## src/mlfd_pkg.sv

```systemverilog
`default_nettype none

package mlfd_pkg;

  localparam int HEADER_BYTES    = 32;
  localparam int MAX_FRAME_BYTES = 4096;

  // header field positions
  localparam int MAGIC_AT = 0;
  localparam int VER_AT   = 4;
  localparam int LEN_AT   = 24;

  localparam int HDR_AW  = $clog2(HEADER_BYTES);
  localparam int TOTAL_W = $clog2(MAX_FRAME_BYTES + 1);
  localparam int CAP_W   = 13;
  localparam int OFFS_W  = 12;

  localparam logic [31:0] MAX_PLEN = 32'(MAX_FRAME_BYTES - HEADER_BYTES);

  typedef enum logic [2:0] {
    STAT_OK       = 3'd0,
    STAT_MAGIC    = 3'd1,
    STAT_VERSION  = 3'd2,
    STAT_LENGTH   = 3'd3,
    STAT_CAPACITY = 3'd4,
    STAT_ABORT    = 3'd5
  } status_t;

  typedef enum logic [1:0] {
    CFG_MAGIC    = 2'd0,
    CFG_VERSION  = 2'd1,
    CFG_CAPACITY = 2'd2
  } cfg_idx_t;

  typedef enum logic [1:0] {
    S_COLLECT,
    S_CHECK,
    S_REPLAY,
    S_PAYLOAD
  } state_t;

  typedef struct packed {
    logic              en;
    logic [HDR_AW-1:0] idx;
    logic [7:0]        data;
  } hdr_wr_t;

  typedef struct packed {
    status_t            status;
    logic [TOTAL_W-1:0] total;
  } chk_res_t;

endpackage

`default_nettype wire

```

## src/magic_length_frame_deframer.sv

```systemverilog
`default_nettype none

// Length-prefixed frame deframer. Header bytes are written into a 32-entry
// header RAM at one word per cycle, unless a stalled output word holds the
// input, and produce no output until the header is complete; the cycle after
// the last header byte the magic, version, payload length and capacity checks
// resolve (no word is taken in that cycle). A failed check emits one error
// word. A good header is replayed from the RAM, then payload words pass
// through with byte_offset and frame_end, both at one word per cycle unless
// the output stalls; no input is taken until the replay ends. A stream reset
// command emits an aborted word when a frame was open. Configuration writes are
// always ready and take effect at once; write them only while the block is idle.
module magic_length_frame_deframer (
  input  wire logic        clk,
  input  wire logic        rst_n,

  input  wire logic        in_valid,
  output logic             in_stall,
  input  wire logic        in_command,
  input  wire logic [7:0]  in_byte,

  output logic             out_valid,
  input  wire logic        out_stall,
  output logic [7:0]       out_byte,
  output logic [11:0]      out_byte_offset,
  output logic             out_frame_end,
  output logic             out_run_end,
  output logic [2:0]       out_status,

  input  wire logic        cfg_valid,
  output logic             cfg_ready,
  input  wire logic [1:0]  cfg_index,
  input  wire logic [31:0] cfg_data
);

  localparam int AW = mlfd_pkg::HDR_AW;
  localparam int TW = mlfd_pkg::TOTAL_W;

  logic [31:0]                magic_word_r;
  logic [15:0]                protocol_version_r;
  logic [mlfd_pkg::CAP_W-1:0] frame_capacity_r;

  mlfd_pkg::state_t state_r, state_nxt;
  logic [TW-1:0]    byte_count_r, byte_count_nxt;
  logic [TW-1:0]    frame_total_r, frame_total_nxt;
  logic [AW-1:0]    rd_idx_r, rd_idx_nxt;

  logic             out_valid_r, out_valid_nxt;
  logic             out_from_ram_r, out_from_ram_nxt;
  logic [7:0]       out_byte_r, out_byte_nxt;
  logic [11:0]      out_offset_r, out_offset_nxt;
  logic             out_frame_end_r, out_frame_end_nxt;
  logic             out_run_end_r, out_run_end_nxt;
  mlfd_pkg::status_t out_status_r, out_status_nxt;

  mlfd_pkg::hdr_wr_t  hdr_wr;
  mlfd_pkg::chk_res_t chk;
  logic               ram_re;
  logic [7:0]         ram_rdata;
  logic               in_take;
  logic               out_free;
  logic [TW-1:0]      count_inc;

  // configuration registers
  assign cfg_ready = 1'b1;

  always_ff @(posedge clk) begin
    if (!rst_n) begin
      magic_word_r       <= '0;
      protocol_version_r <= '0;
      frame_capacity_r   <= mlfd_pkg::CAP_W'(4096);
    end else if (cfg_valid && cfg_ready) begin
      case (cfg_index)
        mlfd_pkg::CFG_MAGIC:    magic_word_r       <= cfg_data;
        mlfd_pkg::CFG_VERSION:  protocol_version_r <= cfg_data[15:0];
        mlfd_pkg::CFG_CAPACITY: frame_capacity_r   <= cfg_data[mlfd_pkg::CAP_W-1:0];
        default: ;
      endcase
    end
  end

  mlfd_ram #(
    .WIDTH(8),
    .DEPTH(mlfd_pkg::HEADER_BYTES)
  ) u_hdr_ram (
    .clk   (clk),
    .we    (hdr_wr.en),
    .waddr (hdr_wr.idx),
    .wdata (hdr_wr.data),
    .re    (ram_re),
    .raddr (rd_idx_r),
    .rdata (ram_rdata)
  );

  mlfd_hdr_chk u_hdr_chk (
    .clk              (clk),
    .hdr_wr           (hdr_wr),
    .magic_word       (magic_word_r),
    .protocol_version (protocol_version_r),
    .frame_capacity   (frame_capacity_r),
    .res              (chk)
  );

  assign out_free  = !out_valid_r || !out_stall;
  assign in_stall  = !(((state_r == mlfd_pkg::S_COLLECT) || (state_r == mlfd_pkg::S_PAYLOAD))
                       && out_free);
  assign in_take   = in_valid && !in_stall;
  assign count_inc = byte_count_r + TW'(1);

  always_comb begin
    state_nxt         = state_r;
    byte_count_nxt    = byte_count_r;
    frame_total_nxt   = frame_total_r;
    rd_idx_nxt        = rd_idx_r;
    out_valid_nxt     = out_valid_r && out_stall;
    out_from_ram_nxt  = out_from_ram_r;
    out_byte_nxt      = out_byte_r;
    out_offset_nxt    = out_offset_r;
    out_frame_end_nxt = out_frame_end_r;
    out_run_end_nxt   = out_run_end_r;
    out_status_nxt    = out_status_r;
    hdr_wr.en         = 1'b0;
    hdr_wr.idx        = byte_count_r[AW-1:0];
    hdr_wr.data       = in_byte;
    ram_re            = 1'b0;

    case (state_r)
      mlfd_pkg::S_COLLECT: begin
        if (in_take) begin
          if (in_command) begin
            if (byte_count_r != '0) begin
              out_valid_nxt     = 1'b1;
              out_from_ram_nxt  = 1'b0;
              out_byte_nxt      = '0;
              out_offset_nxt    = '0;
              out_frame_end_nxt = 1'b0;
              out_run_end_nxt   = 1'b1;
              out_status_nxt    = mlfd_pkg::STAT_ABORT;
            end
            byte_count_nxt = '0;
          end else begin
            hdr_wr.en = 1'b1;
            if (byte_count_r == TW'(mlfd_pkg::HEADER_BYTES - 1)) begin
              state_nxt      = mlfd_pkg::S_CHECK;
              byte_count_nxt = '0;
            end else begin
              byte_count_nxt = count_inc;
            end
          end
        end
      end

      mlfd_pkg::S_CHECK: begin
        if (chk.status != mlfd_pkg::STAT_OK) begin
          out_valid_nxt     = 1'b1;
          out_from_ram_nxt  = 1'b0;
          out_byte_nxt      = '0;
          out_offset_nxt    = '0;
          out_frame_end_nxt = 1'b0;
          out_run_end_nxt   = 1'b1;
          out_status_nxt    = chk.status;
          state_nxt         = mlfd_pkg::S_COLLECT;
        end else begin
          frame_total_nxt = chk.total;
          rd_idx_nxt      = '0;
          state_nxt       = mlfd_pkg::S_REPLAY;
        end
      end

      mlfd_pkg::S_REPLAY: begin
        if (out_free) begin
          ram_re            = 1'b1;
          out_valid_nxt     = 1'b1;
          out_from_ram_nxt  = 1'b1;
          out_offset_nxt    = 12'(rd_idx_r);
          out_status_nxt    = mlfd_pkg::STAT_OK;
          out_run_end_nxt   = 1'b0;
          out_frame_end_nxt = 1'b0;
          rd_idx_nxt        = rd_idx_r + AW'(1);
          if (rd_idx_r == AW'(mlfd_pkg::HEADER_BYTES - 1)) begin
            out_run_end_nxt = 1'b1;
            if (frame_total_r == TW'(mlfd_pkg::HEADER_BYTES)) begin
              out_frame_end_nxt = 1'b1;
              byte_count_nxt    = '0;
              state_nxt         = mlfd_pkg::S_COLLECT;
            end else begin
              byte_count_nxt = TW'(mlfd_pkg::HEADER_BYTES);
              state_nxt      = mlfd_pkg::S_PAYLOAD;
            end
          end
        end
      end

      mlfd_pkg::S_PAYLOAD: begin
        if (in_take) begin
          out_valid_nxt    = 1'b1;
          out_from_ram_nxt = 1'b0;
          out_run_end_nxt  = 1'b1;
          if (in_command) begin
            out_byte_nxt      = '0;
            out_offset_nxt    = '0;
            out_frame_end_nxt = 1'b0;
            out_status_nxt    = mlfd_pkg::STAT_ABORT;
            byte_count_nxt    = '0;
            state_nxt         = mlfd_pkg::S_COLLECT;
          end else begin
            out_byte_nxt   = in_byte;
            out_offset_nxt = byte_count_r[11:0];
            out_status_nxt = mlfd_pkg::STAT_OK;
            if (count_inc >= frame_total_r) begin
              out_frame_end_nxt = 1'b1;
              byte_count_nxt    = '0;
              state_nxt         = mlfd_pkg::S_COLLECT;
            end else begin
              out_frame_end_nxt = 1'b0;
              byte_count_nxt    = count_inc;
            end
          end
        end
      end

      default: begin
        state_nxt      = mlfd_pkg::S_COLLECT;
        byte_count_nxt = '0;
      end
    endcase
  end

  always_ff @(posedge clk) begin
    if (!rst_n) begin
      state_r       <= mlfd_pkg::S_COLLECT;
      byte_count_r  <= '0;
      frame_total_r <= '0;
      rd_idx_r      <= '0;
      out_valid_r   <= 1'b0;
    end else begin
      state_r       <= state_nxt;
      byte_count_r  <= byte_count_nxt;
      frame_total_r <= frame_total_nxt;
      rd_idx_r      <= rd_idx_nxt;
      out_valid_r   <= out_valid_nxt;
    end
  end

  always_ff @(posedge clk) begin
    out_from_ram_r  <= out_from_ram_nxt;
    out_byte_r      <= out_byte_nxt;
    out_offset_r    <= out_offset_nxt;
    out_frame_end_r <= out_frame_end_nxt;
    out_run_end_r   <= out_run_end_nxt;
    out_status_r    <= out_status_nxt;
  end

  assign out_valid       = out_valid_r;
  assign out_byte        = out_from_ram_r ? ram_rdata : out_byte_r;
  assign out_byte_offset = out_offset_r;
  assign out_frame_end   = out_frame_end_r;
  assign out_run_end     = out_run_end_r;
  assign out_status      = out_status_r;

  a_take_only_when_open: assert property (@(posedge clk) disable iff (!rst_n)
    in_take |-> (state_r == mlfd_pkg::S_COLLECT) || (state_r == mlfd_pkg::S_PAYLOAD))
    else $error("input word taken during check or replay");

  a_check_slot_free: assert property (@(posedge clk) disable iff (!rst_n)
    state_r == mlfd_pkg::S_CHECK |-> !out_valid_r)
    else $error("output slot busy while header check resolves");

  a_error_word_zero: assert property (@(posedge clk) disable iff (!rst_n)
    out_valid && out_status != 3'(mlfd_pkg::STAT_OK) |->
      out_byte == 8'd0 && out_byte_offset == 12'd0 && !out_frame_end && out_run_end)
    else $error("error word carries frame data");

  a_payload_count_range: assert property (@(posedge clk) disable iff (!rst_n)
    state_r == mlfd_pkg::S_PAYLOAD |->
      byte_count_r >= TW'(mlfd_pkg::HEADER_BYTES) && byte_count_r < frame_total_r)
    else $error("payload byte count outside frame");

endmodule

`default_nettype wire

```

## src/mlfd_ram.sv

```systemverilog
`default_nettype none

module mlfd_ram #(
  parameter int WIDTH = 8,
  parameter int DEPTH = 32
) (
  input  wire logic                     clk,
  input  wire logic                     we,
  input  wire logic [$clog2(DEPTH)-1:0] waddr,
  input  wire logic [WIDTH-1:0]         wdata,
  input  wire logic                     re,
  input  wire logic [$clog2(DEPTH)-1:0] raddr,
  output logic      [WIDTH-1:0]         rdata
);

  logic [WIDTH-1:0] mem [DEPTH];

  always_ff @(posedge clk) begin
    if (we) begin
      mem[waddr] <= wdata;
    end
    // hold read data while no read is issued
    if (re) begin
      rdata <= mem[raddr];
    end
  end

endmodule

`default_nettype wire

```

## src/mlfd_hdr_chk.sv

```systemverilog
`default_nettype none

module mlfd_hdr_chk (
  input  wire logic                          clk,
  input  wire mlfd_pkg::hdr_wr_t             hdr_wr,
  input  wire logic [31:0]                   magic_word,
  input  wire logic [15:0]                   protocol_version,
  input  wire logic [mlfd_pkg::CAP_W-1:0]    frame_capacity,
  output mlfd_pkg::chk_res_t                 res
);

  logic [31:0] magic_r;
  logic [15:0] ver_r;
  logic [31:0] plen_r;
  logic [31:0] total_ext;

  // snoop header writes and keep the fields that the check needs
  always_ff @(posedge clk) begin
    if (hdr_wr.en) begin
      for (int k = 0; k < 4; k++) begin
        if (hdr_wr.idx == mlfd_pkg::HDR_AW'(mlfd_pkg::MAGIC_AT + k)) begin
          magic_r[8*k +: 8] <= hdr_wr.data;
        end
        if (hdr_wr.idx == mlfd_pkg::HDR_AW'(mlfd_pkg::LEN_AT + k)) begin
          plen_r[8*k +: 8] <= hdr_wr.data;
        end
      end
      for (int k = 0; k < 2; k++) begin
        if (hdr_wr.idx == mlfd_pkg::HDR_AW'(mlfd_pkg::VER_AT + k)) begin
          ver_r[8*k +: 8] <= hdr_wr.data;
        end
      end
    end
  end

  assign total_ext = 32'(mlfd_pkg::HEADER_BYTES) + plen_r;

  always_comb begin
    res.total = total_ext[mlfd_pkg::TOTAL_W-1:0];
    if (magic_r != magic_word) begin
      res.status = mlfd_pkg::STAT_MAGIC;
    end else if (ver_r != protocol_version) begin
      res.status = mlfd_pkg::STAT_VERSION;
    end else if (plen_r > mlfd_pkg::MAX_PLEN) begin
      res.status = mlfd_pkg::STAT_LENGTH;
    end else if (total_ext > 32'(frame_capacity)) begin
      res.status = mlfd_pkg::STAT_CAPACITY;
    end else begin
      res.status = mlfd_pkg::STAT_OK;
    end
  end

endmodule

`default_nettype wire

```

## config.mk

```make
export PLATFORM = sky130hd
export DESIGN_NAME = magic_length_frame_deframer
export DESIGN_NICKNAME = d
export VERILOG_FILES = /design/src/mlfd_pkg.sv /design/src/magic_length_frame_deframer.sv /design/src/mlfd_ram.sv /design/src/mlfd_hdr_chk.sv
export SDC_FILE = /design/constraint.sdc
export NUM_CORES = 1
export LEC_CHECK = 0
export BUFFER_PORTS_ARGS = -buffer_cell sky130_fd_sc_hd__buf_2
export CORE_ASPECT_RATIO = 0.7
export CORE_MARGIN = 4
export CORE_UTILIZATION = 61
export DETAILED_ROUTE_END_ITERATION = 10
export PLACE_DENSITY_LB_ADDON = 0.1
export SLEW_MARGIN = 40
export SYNTH_ARGS = -nofsm -noshare
export SYNTH_HDL_FRONTEND = slang
export SYNTH_SLANG_ARGS = --single-unit
```

## constraint.sdc

```tcl
create_clock -name clk -period 8.3 [get_ports clk]
set_input_delay 1.245 -clock clk [delete_from_list [all_inputs] [get_ports clk]]
set_output_delay 1.245 -clock clk [all_outputs]
set_load 0.03 [all_outputs]
```

==> out/metrics.cfg <==
[outcome]
outcome = finished clean

[synth]
synth_edf_count = 370
synth_commonest_cells = edfxtp_1, nand2_1, dfxtp_1, a21oi_1, mux4_2
synthArstFlopShare_pct = 0
synth_cell_types = 66
synth_area_leaders = edfxtp_1, dfxtp_1, mux4_2
ys_ff_latch = 465
synthesis.area_um2 = 19610
ys.flop_type = edfxtp_1
synth-seq-area-share_pct = 66.37
synth_area_per_cell_um2 = 14.47
synth_top_cell_area_share_pct = 56.67
synth_cells = 1355
synth_area_leader_cell = edfxtp_1
syn-num-nets = 1441
yosysWarnings = 0
synth.most_common_cell = edfxtp_1

[worst_setup_path]
crit_start = u_hdr_chk.plen_r[5]
start_kind = flop
worstSetupPathType = flop to flop
r2r-start = u_hdr_chk.plen_r[5]
crit_fanout = 19
worstPathArrival_ps = 4160
end_kind = flop
required_ps = 8600

[pwr]
power_frac_comb_pct = 2.9
powerDensity_nw_per_um2 = 216.0
leakage_nw = 7.228
p_int_mw = 3.739
power_frac_seq_pct = 53.9
clkPwrFrac_pct = 43.2
sw_frac_of_total_pct = 20.63
irDropWorstVdd_mv = 0.1875
p_sw_mw = 0.9720

[placed_design]
dp_cells = 1792
place_congestion = 0.9202
place_hpwl_um = 29040
port_buffers = 74

[drt]
ant_nets = 0
drt_iter0_markers = 1199
viasPerCell = 6.271
first_pass_iters = 5
vias = 11730
drt_wl_total_um = 45880
wl_per_cell_um = 24.52
drc = 0

[min_path]
hold_start = frame_capacity_r[3]
min_path_type = flop to flop

[global_route]
grt_usage_pct = 26.41
met3_usage_pct = 5.950
grt_max_degree = 83
globalRouteOverflowTotal = 0
busiest_layer = met1
grt_pass1_wl_um = 69630
antenna_found_initial = 0
gr-usage-met2_pct = 38.73
grt_pass1_vias = 11290
global_route.usage.met1_pct = 41.17

[clocking]
cts_hold_buf = 0
clkTransAtPathRegs_ps = 70
cts_tree = yes
cts-buffers-inserted = 42
cts_resized = 0
cts_sinks = 465
clk_latency_ps = 570
htreeDepth = 2
root_buffer = clkbuf_16
postCtsSetupRepairBufs = 0
clk_path_buf_depth = 3

[sta]
worst_pin_slew_ps = 840.5
report.final.setup_viol = 0
slew_headroom_pct = 43.89
drv_slew = 0
whs_ps = 459.1
hold_violations = 0
fmax_ghz = 0.2591
fin_crit_sh_pct = 46.51
tns_ps = 0
rsz0062_at_grt = false
fin_skew_ps = 24.59
fin_crit_ps = 3860

[die]
core_area_um2 = 31420
rows = 54
dieArea_um2 = 35120
fp.dieH_um = 158.0
start_util_pct = 62.40
die_x_um = 222.3
ios = 76

[finish]
layout-drive-gt1-share_pct = 18.55
syn_to_final_growth_pct = 11.25
final_nets = 1502
fin_cells = 1871

[flow_run]
cap_viol_max_count = 0

flip-flops by register name, indices dropped and copies added (netlist names):
| signal | cells |
|---|---|
| state_r | 2 |
| u_hdr_chk.plen_r | 32 |
| frame_total_r | 13 |
| byte_count_r | 13 |
| u_hdr_chk.ver_r | 16 |
| protocol_version_r | 16 |
| u_hdr_chk.magic_r | 32 |
| frame_capacity_r | 13 |
| magic_word_r | 32 |
| out_byte_offset | 12 |
| out_run_end | 1 |
| u_hdr_ram.rdata | 8 |
| out_from_ram_r | 1 |
| out_frame_end | 1 |
| out_valid | 1 |
| rd_idx_r | 5 |
| out_status | 3 |
| out_byte_r | 8 |
| u_hdr_ram.mem | 256 |
metal layers:
| metal | vias to the layer above | wire [um] |
|---|---|---|
| li1 | 5227 | - |
| met1 | 5856 | 20560 |
| met2 | 581 | 19970 |
| met3 | 69 | 4484 |
| met4 | 0 | 858 |
| met5 | - | 0 |
metrics by stage:
step	setup slack [ps]	instance area, um^2	util, %	power (mW)
after floorplan	3980	19610	-	2.647
after global placement	4056	20310	64.66	2.721
after detailed placement	4006	20360	64.81	2.723
after CTS	4459	21800	69.39	4.729
after global routing	4193	21810	69.41	4.858
final	4440	21810	69.42	4.711
placed cells by master, fill, tap and decap left out, types with 25 or more instances in the layout:
cell       Yosys  final
buf_2          2     67
edfxtp_1     370    370
inv_1         39     38
ha_1          38     38
nand2_1      178    177
clkbuf_16      0     43
and2_1        25     25
mux4_2        80     80
nor2_1        73     73
xor2_1        55     55
dfxtp_1       95     92
nand3_1       27     27
a21oi_1       80     79
final cells by class:
type,instances,area (um^2)
repair buffers,83,465.4
clock inverters,28,335.3
diodes,1,2.502
inverters,39,146.4
flip-flops and latches,465,13020
well taps,420,525.5
clock buffers,50,1102
fillers,2157,9607
multi-input cells,785,6215
path summary, 6_finish.rpt:
| kind | to | slack (ps) | cells past startpoint |
|---|---|---|---|
| worst min register to register | frame_capacity_r[3] | 460 | 2 |
| worst min-delay path | frame_capacity_r[3] | 460 | 2 |
| worst max register to register | out_byte_offset[7] | 4440 | 11 |
| worst max-delay path | out_byte_offset[7] | 4440 | 11 |
power groups by stage:
| stage | combinational (mW) | clock, mW | sequential, mW |
|---|---|---|---|
| global placement | 0.131 | 0 | 2.59 |
| finish | 0.136 | 2.04 | 2.54 |
| floorplan | 0.0583 | 0 | 2.59 |
| CTS | 0.135 | 2.06 | 2.54 |
| global route | 0.148 | 2.17 | 2.54 |
| detailed placement | 0.134 | 0 | 2.59 |
cells by family after synthesis:
kind of cell,count (synthesis),share of synthesized area [%]
xor gates and xnor gates,67,2.993
muxes,112,10.95
adders and majority gates,38,2.425
buffers and inverters,105,2.164
DFF,465,66.37
AOI/OAI and AO/OA,152,4.787
and+or+nand+nor,415,10.29
other,1,0.01913
critical path: stages (launching register included):
cell and delay [ps]:
edfxtp_1 470, ha_1 350, nand3_1 130, xnor2_1 310, ha_1 320, a21o_1 170
a221oi_1 340, mux2i_1 150, a22oi_2 350, and4_2 690, a221oi_2 60, buf_4 240
Note: power is estimated with default switching activity, not from simulation.
